`src/hw/rtl/utf8_stream_decoder_top_assert.svh`:
```
// assertion macros used by the utf8 stream decoder back end
`ifndef UTF8_STREAM_DECODER_TOP_ASSERT_SVH
`define UTF8_STREAM_DECODER_TOP_ASSERT_SVH

// same-cycle implication, disabled during reset
`define UTF8SD_ASSERT_IMPL(lbl, clk, rst_n, ante, cons, msg) \
  lbl: assert property (@(posedge clk) disable iff (!rst_n) (ante) |-> (cons)) \
    else $error(msg);

// next-cycle implication, disabled during reset
`define UTF8SD_ASSERT_NEXT(lbl, clk, rst_n, ante, cons, msg) \
  lbl: assert property (@(posedge clk) disable iff (!rst_n) (ante) |=> (cons)) \
    else $error(msg);

`endif

```
`src/hw/rtl/utf8sd_pkg.sv`:
```
// package with shared types, constants and helpers of the utf8 stream decoder
package utf8sd_pkg;

  localparam int unsigned CpW = 21;
  localparam int unsigned FifoDepthDefault = 4;

  localparam logic [CpW-1:0] ReplChar = 21'h00FFFD;
  localparam logic [CpW-1:0] MaxScalar = 21'h10FFFF;
  localparam logic [CpW-1:0] SurrLo = 21'h00D800;
  localparam logic [CpW-1:0] SurrHi = 21'h00DFFF;

  localparam logic [7:0] Lead2Lo = 8'hC2;
  localparam logic [7:0] Lead2Hi = 8'hDF;
  localparam logic [7:0] Lead3Lo = 8'hE0;
  localparam logic [7:0] Lead3Hi = 8'hEF;
  localparam logic [7:0] Lead4Lo = 8'hF0;
  localparam logic [7:0] Lead4Hi = 8'hF4;
  localparam logic [7:0] LeadE0 = 8'hE0;
  localparam logic [7:0] LeadEd = 8'hED;
  localparam logic [7:0] LeadF0 = 8'hF0;
  localparam logic [7:0] LeadF4 = 8'hF4;
  localparam logic [7:0] ContLo = 8'h80;
  localparam logic [7:0] ContHi = 8'hBF;
  localparam logic [7:0] ContLoE0 = 8'hA0;
  localparam logic [7:0] ContHiEd = 8'h9F;
  localparam logic [7:0] ContLoF0 = 8'h90;
  localparam logic [7:0] ContHiF4 = 8'h8F;
  localparam logic [7:0] AsciiLimit = 8'h80;

  // one word's worth of results: replacements first, then an optional tail
  typedef struct packed {
    logic [1:0]     rep_cnt;
    logic           has_tail;
    logic [CpW-1:0] tail_cp;
    logic           tail_err;
  } desc_t;

  function automatic logic [2:0] seq_len(input logic [7:0] b);
    logic [2:0] len;
    len = 3'd0;
    if (b >= Lead2Lo && b <= Lead2Hi) len = 3'd2;
    else if (b >= Lead3Lo && b <= Lead3Hi) len = 3'd3;
    else if (b >= Lead4Lo && b <= Lead4Hi) len = 3'd4;
    return len;
  endfunction

endpackage

```
`src/hw/rtl/utf8sd_front.sv`:
```
// front end: accepts text words, tracks the open sequence, queues result descriptors
module utf8sd_front (
  input  logic               clk_i,
  input  logic               rst_ni,
  input  logic               in_valid_i,
  output logic               in_ready_o,
  input  logic [7:0]         data_byte_i,
  input  logic               fifo_full_i,
  output logic               push_o,
  output utf8sd_pkg::desc_t  desc_o
);

  logic [7:0]  lead_q, lead_d;
  logic [1:0]  count_q, count_d;
  logic [11:0] gath_q, gath_d;

  logic        accept;
  logic [2:0]  total;
  logic [2:0]  count_ext;
  logic [7:0]  lo, hi;
  logic        fits;
  logic [5:0]  payload;

  assign in_ready_o = !fifo_full_i;
  assign accept     = in_valid_i && in_ready_o;
  assign count_ext  = {1'b0, count_q};
  assign payload    = data_byte_i[5:0];

  always_comb begin
    total = utf8sd_pkg::seq_len(lead_q);
    lo = utf8sd_pkg::ContLo;
    hi = utf8sd_pkg::ContHi;
    if (count_q == 2'd1) begin
      if (lead_q == utf8sd_pkg::LeadE0) lo = utf8sd_pkg::ContLoE0;
      else if (lead_q == utf8sd_pkg::LeadEd) hi = utf8sd_pkg::ContHiEd;
      else if (lead_q == utf8sd_pkg::LeadF0) lo = utf8sd_pkg::ContLoF0;
      else if (lead_q == utf8sd_pkg::LeadF4) hi = utf8sd_pkg::ContHiF4;
    end
    fits = (count_q != 2'd0) && (data_byte_i != 8'd0) && (data_byte_i >= lo)
           && (data_byte_i <= hi) && (total > count_ext);
  end

  always_comb begin
    lead_d  = lead_q;
    count_d = count_q;
    gath_d  = gath_q;
    desc_o  = '0;
    if (fits) begin
      if (count_ext + 3'd1 == total) begin
        desc_o.has_tail = 1'b1;
        unique case (total)
          3'd2:    desc_o.tail_cp = {10'd0, lead_q[4:0], payload};
          3'd3:    desc_o.tail_cp = {5'd0, lead_q[3:0], gath_q[5:0], payload};
          default: desc_o.tail_cp = {lead_q[2:0], gath_q, payload};
        endcase
        lead_d  = '0;
        count_d = '0;
        gath_d  = '0;
      end else begin
        gath_d  = {gath_q[5:0], payload};
        count_d = count_q + 2'd1;
      end
    end else begin
      desc_o.rep_cnt = count_q;
      lead_d  = '0;
      count_d = '0;
      gath_d  = '0;
      if (data_byte_i == 8'd0) begin
        desc_o.has_tail = 1'b0;
      end else if (data_byte_i < utf8sd_pkg::AsciiLimit) begin
        desc_o.has_tail = 1'b1;
        desc_o.tail_cp  = {13'd0, data_byte_i};
      end else if (utf8sd_pkg::seq_len(data_byte_i) != 3'd0) begin
        lead_d  = data_byte_i;
        count_d = 2'd1;
      end else begin
        desc_o.has_tail = 1'b1;
        desc_o.tail_cp  = utf8sd_pkg::ReplChar;
        desc_o.tail_err = 1'b1;
      end
    end
  end

  assign push_o = accept && ((desc_o.rep_cnt != 2'd0) || desc_o.has_tail);

  always_ff @(posedge clk_i or negedge rst_ni) begin
    if (!rst_ni) begin
      lead_q  <= '0;
      count_q <= '0;
      gath_q  <= '0;
    end else if (accept) begin
      lead_q  <= lead_d;
      count_q <= count_d;
      gath_q  <= gath_d;
    end
  end

endmodule

```
`src/hw/rtl/utf8sd_fifo.sv`:
```
// short descriptor queue between front and back
module utf8sd_fifo #(
  parameter int unsigned Depth = utf8sd_pkg::FifoDepthDefault
) (
  input  logic               clk_i,
  input  logic               rst_ni,
  input  logic               push_i,
  input  utf8sd_pkg::desc_t  wdata_i,
  input  logic               pop_i,
  output utf8sd_pkg::desc_t  rdata_o,
  output logic               full_o,
  output logic               empty_o
);

  localparam int unsigned PtrW = (Depth > 1) ? $clog2(Depth) : 1;
  localparam int unsigned CntW = $clog2(Depth + 1);
  localparam logic [PtrW-1:0] LastPtr = PtrW'(Depth - 1);
  localparam logic [CntW-1:0] DepthCnt = CntW'(Depth);

  utf8sd_pkg::desc_t mem_q [Depth];
  logic [PtrW-1:0] wptr_q, rptr_q;
  logic [CntW-1:0] cnt_q;

  assign full_o  = (cnt_q == DepthCnt);
  assign empty_o = (cnt_q == '0);
  assign rdata_o = mem_q[rptr_q];

  always_ff @(posedge clk_i) begin
    if (push_i) mem_q[wptr_q] <= wdata_i;
  end

  always_ff @(posedge clk_i or negedge rst_ni) begin
    if (!rst_ni) begin
      wptr_q <= '0;
      rptr_q <= '0;
      cnt_q  <= '0;
    end else begin
      if (push_i) wptr_q <= (wptr_q == LastPtr) ? '0 : wptr_q + PtrW'(1);
      if (pop_i) rptr_q <= (rptr_q == LastPtr) ? '0 : rptr_q + PtrW'(1);
      if (push_i && !pop_i) cnt_q <= cnt_q + CntW'(1);
      else if (pop_i && !push_i) cnt_q <= cnt_q - CntW'(1);
    end
  end

endmodule

```
`src/hw/rtl/utf8sd_back.sv`:
```
// back end: expands descriptors into result words behind an output register
`include "utf8_stream_decoder_top_assert.svh"

module utf8sd_back (
  input  logic                      clk_i,
  input  logic                      rst_ni,
  input  utf8sd_pkg::desc_t         head_i,
  input  logic                      empty_i,
  output logic                      pop_o,
  output logic                      out_valid_o,
  input  logic                      out_ready_i,
  output logic [utf8sd_pkg::CpW-1:0] code_point_o,
  output logic                      is_error_o,
  output logic                      last_of_run_o
);

  utf8sd_pkg::desc_t cur_q, cur_d;
  logic cur_valid_q, cur_valid_d;
  logic out_valid_q;
  logic [utf8sd_pkg::CpW-1:0] cp_q;
  logic err_q, last_q;

  logic advance, emit, cur_done;
  logic [utf8sd_pkg::CpW-1:0] res_cp;
  logic res_err, res_last;

  assign advance = !out_valid_q || out_ready_i;
  assign emit    = advance && cur_valid_q;

  always_comb begin
    if (cur_q.rep_cnt != 2'd0) begin
      res_cp   = utf8sd_pkg::ReplChar;
      res_err  = 1'b1;
      res_last = (cur_q.rep_cnt == 2'd1) && !cur_q.has_tail;
    end else begin
      res_cp   = cur_q.tail_cp;
      res_err  = cur_q.tail_err;
      res_last = 1'b1;
    end
  end

  assign cur_done = emit && res_last;
  assign pop_o    = !empty_i && (!cur_valid_q || cur_done);

  always_comb begin
    cur_d       = cur_q;
    cur_valid_d = cur_valid_q;
    if (pop_o) begin
      cur_d       = head_i;
      cur_valid_d = 1'b1;
    end else if (cur_done) begin
      cur_valid_d = 1'b0;
    end else if (emit) begin
      cur_d.rep_cnt = cur_q.rep_cnt - 2'd1;
    end
  end

  always_ff @(posedge clk_i or negedge rst_ni) begin
    if (!rst_ni) begin
      cur_valid_q <= 1'b0;
      out_valid_q <= 1'b0;
    end else begin
      cur_valid_q <= cur_valid_d;
      if (advance) out_valid_q <= emit;
    end
  end

  always_ff @(posedge clk_i) begin
    cur_q <= cur_d;
    if (emit) begin
      cp_q   <= res_cp;
      err_q  <= res_err;
      last_q <= res_last;
    end
  end

  assign out_valid_o   = out_valid_q;
  assign code_point_o  = cp_q;
  assign is_error_o    = err_q;
  assign last_of_run_o = last_q;

  `UTF8SD_ASSERT_IMPL(a_err_is_repl, clk_i, rst_ni, out_valid_q && err_q,
    cp_q == utf8sd_pkg::ReplChar, "error word without replacement char")
  `UTF8SD_ASSERT_IMPL(a_scalar_ok, clk_i, rst_ni, out_valid_q && !err_q,
    (cp_q <= utf8sd_pkg::MaxScalar) && ((cp_q < utf8sd_pkg::SurrLo) ||
    (cp_q > utf8sd_pkg::SurrHi)), "content word is not a scalar value")
  `UTF8SD_ASSERT_IMPL(a_cur_nonempty, clk_i, rst_ni,
    cur_valid_q && (cur_q.rep_cnt == 2'd0), cur_q.has_tail,
    "working descriptor holds no result")
  `UTF8SD_ASSERT_NEXT(a_done_emits_last, clk_i, rst_ni, cur_done,
    out_valid_q && last_q, "finished descriptor without last word")

endmodule

```
`src/hw/rtl/utf8_stream_decoder_top.sv`:
```
// top level of the utf8 stream decoder
//
// input channel: in_valid_i / in_ready_o carry one text byte per word on
// data_byte_i; a zero byte ends the text and flushes an open sequence.
// output channel: out_valid_o / out_ready_i carry one result word with
// code_point_o, is_error_o and last_of_run_o; last_of_run_o marks the final
// word caused by one input byte, and bytes that cause nothing give no word.
// a result passes through the queue write, then the descriptor load, then
// the output register.
// throughput: one byte per cycle while each byte yields at most one word and
// out_ready_i stays high; the n words of one byte (up to 4) go out in turn.
// the front keeps taking bytes until the descriptor queue of FifoDepth
// entries fills, then in_ready_o drops until the back drains an entry.
// a receiver stall holds the output word and backs up into the queue.
// reset clears the open sequence, empties the queue and drops out_valid_o.
module utf8_stream_decoder_top #(
  parameter int unsigned FifoDepth = utf8sd_pkg::FifoDepthDefault
) (
  input  logic                       clk_i,
  input  logic                       rst_ni,
  input  logic                       in_valid_i,
  output logic                       in_ready_o,
  input  logic [7:0]                 data_byte_i,
  output logic                       out_valid_o,
  input  logic                       out_ready_i,
  output logic [utf8sd_pkg::CpW-1:0] code_point_o,
  output logic                       is_error_o,
  output logic                       last_of_run_o
);

  utf8sd_pkg::desc_t push_desc, head_desc;
  logic push, pop, full, empty;

  utf8sd_front u_front (
    .clk_i       (clk_i),
    .rst_ni      (rst_ni),
    .in_valid_i  (in_valid_i),
    .in_ready_o  (in_ready_o),
    .data_byte_i (data_byte_i),
    .fifo_full_i (full),
    .push_o      (push),
    .desc_o      (push_desc)
  );

  utf8sd_fifo #(
    .Depth (FifoDepth)
  ) u_fifo (
    .clk_i   (clk_i),
    .rst_ni  (rst_ni),
    .push_i  (push),
    .wdata_i (push_desc),
    .pop_i   (pop),
    .rdata_o (head_desc),
    .full_o  (full),
    .empty_o (empty)
  );

  utf8sd_back u_back (
    .clk_i         (clk_i),
    .rst_ni        (rst_ni),
    .head_i        (head_desc),
    .empty_i       (empty),
    .pop_o         (pop),
    .out_valid_o   (out_valid_o),
    .out_ready_i   (out_ready_i),
    .code_point_o  (code_point_o),
    .is_error_o    (is_error_o),
    .last_of_run_o (last_of_run_o)
  );

endmodule

```
`config.mk`:
```
export PLATFORM = sky130hd
export DESIGN_NAME = utf8_stream_decoder_top
export DESIGN_NICKNAME = d
export VERILOG_FILES = /design/src/hw/rtl/utf8sd_pkg.sv /design/src/hw/rtl/utf8sd_front.sv /design/src/hw/rtl/utf8sd_fifo.sv /design/src/hw/rtl/utf8sd_back.sv /design/src/hw/rtl/utf8_stream_decoder_top.sv
export VERILOG_INCLUDE_DIRS = /design/src /design/src/hw/rtl
export SDC_FILE = /design/constraint.sdc
export NUM_CORES = 1
export LEC_CHECK = 0
export BUFFER_PORTS_ARGS = -buffer_cell sky130_fd_sc_hd__buf_4
export CORE_MARGIN = 1
export CORE_UTILIZATION = 45
export DETAILED_ROUTE_END_ITERATION = 16
export SLEW_MARGIN = 25
export SYNTH_ARGS = -nofsm -noshare
export SYNTH_HDL_FRONTEND = slang
export SYNTH_SLANG_ARGS = --single-unit
export TNS_END_PERCENT = 100
```
`constraint.sdc`:
```
create_clock -name clk_i -period 6.1 [get_ports clk_i]
set_input_delay 0.61 -clock clk_i [delete_from_list [all_inputs] [get_ports clk_i]]
set_output_delay 0.61 -clock clk_i [all_outputs]
set_load 0.02 [all_outputs]
```
==> summary by stage <==
Placed design
The worst setup timing slack at the placement stage is 1.58 ns. The congestion estimate from routability-driven global placement came to roughly 0.84. Summed over all nets, the half-perimeter wirelength after detailed placement is approximately 8.6 mm. The post-placement cell area is 7890 um2. Input and output buffers added on the ports amount to 36.

STA
The part of the cycle the worst path needs is 74.1%. Setup repair after global routing left no endpoint under its margin. The number of setup violations in the final report is 0. Headroom to the max-slew limit came out at 39.0%. Derived from the worst setup path, the maximum achievable clock frequency is roughly 0.22 GHz. The max-slew violation count came to 0. Clock skew on the completed layout was measured at 0.0219 ns. At the pin with the least slew margin, the transition time is 0.910 ns. The final period demand of the worst path is 4.52 ns. The slack of the critical path is ~1.6 ns. The number of endpoints with negative hold slack in the final report came to 0. The aggregate negative setup slack is 0 ns.

Synthesis
In the synthesized netlist, the cells that appear most often are sky130_fd_sc_hd__edfxtp_1, sky130_fd_sc_hd__dfrtp_1, sky130_fd_sc_hd__inv_1. Sorting the synthesized cells by area gives the leading types as sky130_fd_sc_hd__edfxtp_1, sky130_fd_sc_hd__dfrtp_1, sky130_fd_sc_hd__mux4_2. The number of nets in the synthesized netlist is 468. The fraction of registers with async set/reset is 17.3%.

Among all flip-flop cells after synthesis, the most frequent one is sky130_fd_sc_hd__edfxtp_1. In this run, synthesis produced a sequential element count of 179. Yosys mapped the design onto 50 distinct sky130hd cell types.

Yosys instantiated no cell more often than sky130_fd_sc_hd__edfxtp_1. After synthesis the cells add up to roughly 7400 um2. The average size of a mapped cell is 16.8 um2. The share of the Yosys chip area taken by registers is 70.9%.

The number of warnings issued by yosys is 0. The synthesized design devotes to its leading area cell type 60.3% of total area. The most area-hungry cell type in the Yosys netlist is sky130_fd_sc_hd__edfxtp_1. The synthesized design contains 148 enable-type register cells. The synthesized netlist cell count is 438.

Floorplan
The full die area is about 17,000 um2. The die is 130 um wide. The total area inside the core boundary comes to 15,900 um2. The number of top-level pins is 37. The floorplan step set the die height to 130 um. Once the floorplan was initialized, standard cells occupied 46.2% of the core. The total number of placement rows is 46.

Worst setup path
The worst setup path is captured at a flip-flop. In this run the worst setup path terminates at u_fifo.cnt_q[2]. In this run the critical register-to-register path is captured at u_fifo.cnt_q[2]. The flop-to-flop setup slack is ~1.6 ns. The startpoint class of the critical path is a flip-flop. Of all nets on the critical path, the largest fanout is 16.

The category of the most critical setup path is flip-flop to flip-flop. The critical path starts at u_front.lead_q[3]. The critical register-to-register path startpoint is u_front.lead_q[3]. The required time reported for the critical path endpoint is 6.44 ns. The path depth of the worst reg2reg path is 15. At the worst endpoint, the arrival time is a little under 5 ns.

Run status
The run finished with clean final reports.

Drt
The post-detailed-route via-to-cell ratio is 5.29. The total DRC errors in the routed layout is 0. The count of vias placed by the detailed router is 3,770. The first routing iteration left 315 violations. The first-pass detailed-route iteration total is 4.

Once detail routing completed, the nets flagged for antenna violations numbered 0. The total detailed-routing wirelength is 13.2 mm. After detailed routing, the average wire length per cell comes to 18.5 um.

Finish
Once layout is done, the placed cells without fillers occupy 8420 um2. Relative to the synthesized area, the layout overhead comes to 14.3%. For this run, the post-layout net count is between 500 and 600. Measured on the finished design, the core utilization comes to 52.8%. The count of antenna diodes in the layout is 0. The fraction of final layout cells sized beyond drive strength 1 is 21.7%.

Clock network
The number of buffers inserted by hold repair at cts is 0. Post-CTS repair changed the size of 0 cells. The clock tree from TritonCTS is done. In this run the post-CTS setup repair buffer count came out at 0. Clock tree synthesis found a total of ~180 sinks. TritonCTS created 17 clock buffers. The clock root buffer is sky130_fd_sc_hd__clkbuf_16.

The CTS clock-pin slew for the worst setup and hold paths is 0.06 ns. The maximum root-to-sink buffer count is 2. The clock latency reported for the late side of the worst-skew pair is 0.42 ns. The maximum level of the CTS H-tree is 4.

Power and ir drop
The worst-case IR drop observed on VDD is 212 uV. The total leakage power is 3.01 nW. In this run the power density over the cells is 438 nW/um2.

Global routing
The wire length of the first global-routing pass is 21.1 mm. The initial antenna violation count is 0. Summed over all layers, the global routing overflow is 0.

The number of global-route vias before repair is 3,838. The total routing resource utilization after global routing is about 17%. The pin count of the biggest net entering global routing is 32.

Flow run
Across the run, the number of max-cap violations was 0.

Worst hold path
The class of the tightest hold or removal check is input port to asynchronous set/reset pin.
cell usage in the layout (no fill, tap or decap), types with 17 or more instances in the layout:
cell type,instances
sky130_fd_sc_hd__buf_4,43
sky130_fd_sc_hd__clkbuf_16,17
sky130_fd_sc_hd__dfrtp_1,31
sky130_fd_sc_hd__edfxtp_1,148
sky130_fd_sc_hd__ha_1,17
sky130_fd_sc_hd__inv_1,26
sky130_fd_sc_hd__mux4_2,25
sky130_fd_sc_hd__nand2_1,18
sky130_fd_sc_hd__nand2b_1,19
sky130_fd_sc_hd__o21ai_0,20
critical path, cell delays in order, from the launching register on:
cell and delay [ns]:
sky130_fd_sc_hd__dfrtp_1 0.45, sky130_fd_sc_hd__or4_1 0.57, sky130_fd_sc_hd__o2111ai_1 0.28, sky130_fd_sc_hd__inv_1 0.18, sky130_fd_sc_hd__ha_1 0.32, sky130_fd_sc_hd__nor2b_1 0.12, sky130_fd_sc_hd__o21ai_0 0.14, sky130_fd_sc_hd__a2111oi_4 0.64
sky130_fd_sc_hd__nand4_4 0.33, sky130_fd_sc_hd__a21oi_4 0.30, sky130_fd_sc_hd__ha_1 0.23, sky130_fd_sc_hd__inv_1 0.06, sky130_fd_sc_hd__fa_1 0.37, sky130_fd_sc_hd__xor2_1 0.17, sky130_fd_sc_hd__nor2_1 0.11, sky130_fd_sc_hd__xor2_1 0.16
how the worst min path moves through the flow:
stage,slack (ns),cells after the start,to
after floorplan,0.31,0,u_back.cur_valid_q
after global placement,0.48,1,u_back.out_valid_o
after detailed placement,0.48,1,u_back.code_point_o[6]
after CTS,0.12,1,u_fifo.cnt_q[0]
after global routing,0.13,1,u_fifo.wptr_q[1]
final,0.12,1,u_fifo.wptr_q[0]
logic make-up (layout without fill, tap and decap cells):
logic type | after synthesis | in the layout | synth area share (%)
flip-flops | 179 | 179 | 70.9
AND/OR/NAND/NOR | 90 | 90 | 6.93
AO/OA/AOI/OAI | 66 | 66 | 6.51
buffers and inverters | 42 | 101 | 2.29
multiplexers | 39 | 39 | 9.78
adder cells (fa/ha/maj) | 18 | 18 | 3.16
XOR/XNOR | 4 | 4 | 0.476
layer usage:
layer / up-vias / track usage [%] / wire, um
met5: - / 0 / 0
met4: 0 / 7.18 / 84
met3: 6 / 3.44 / 441
met2: 78 / 27.9 / 6490
met1: 1908 / 23.7 / 6160
li1: 1778 / - / -
power breakdown:
part	internal, mW	total [mW]	switching, mW
clock	0.557	0.983	0.426
sequential	1.69	1.80	0.105
combinational	0.398	0.905	0.508
sequential cells by signal (all words and copies together) (netlist names):
name	flops
u_back.last_of_run_o	1
u_fifo.wptr_q	2
u_front.gath_q	12
u_front.count_q	2
u_back.out_valid_o	1
u_back.cur_q	25
u_fifo.rptr_q	2
u_fifo.mem_q	100
u_back.is_error_o	1
u_back.code_point_o	21
u_back.cur_valid_q	1
u_fifo.cnt_q	3
u_front.lead_q	8
stage by stage:
step | instances | hold WS [ns] | power (mW)
final | 713 | 0.119 | 3.69
after global routing | 713 | 0.126 | 3.89
after CTS | 713 | 0.121 | 3.74
after detailed placement | 682 | 0.485 | 2.76
after global placement | 682 | 0.477 | 2.73
after floorplan | 438 | 0.314 | 2.46
final cells by class:
class                      count  area [um2]
tap                          216         270
clock buffer                  21         440
timing repair buffer          43         323
fill                        1322        7520
multi-input combinational    217        1980
clock inverter                10        86.3
sequential                   179        5220
inverter                      27         101
Power figures use the tool's default switching activity.
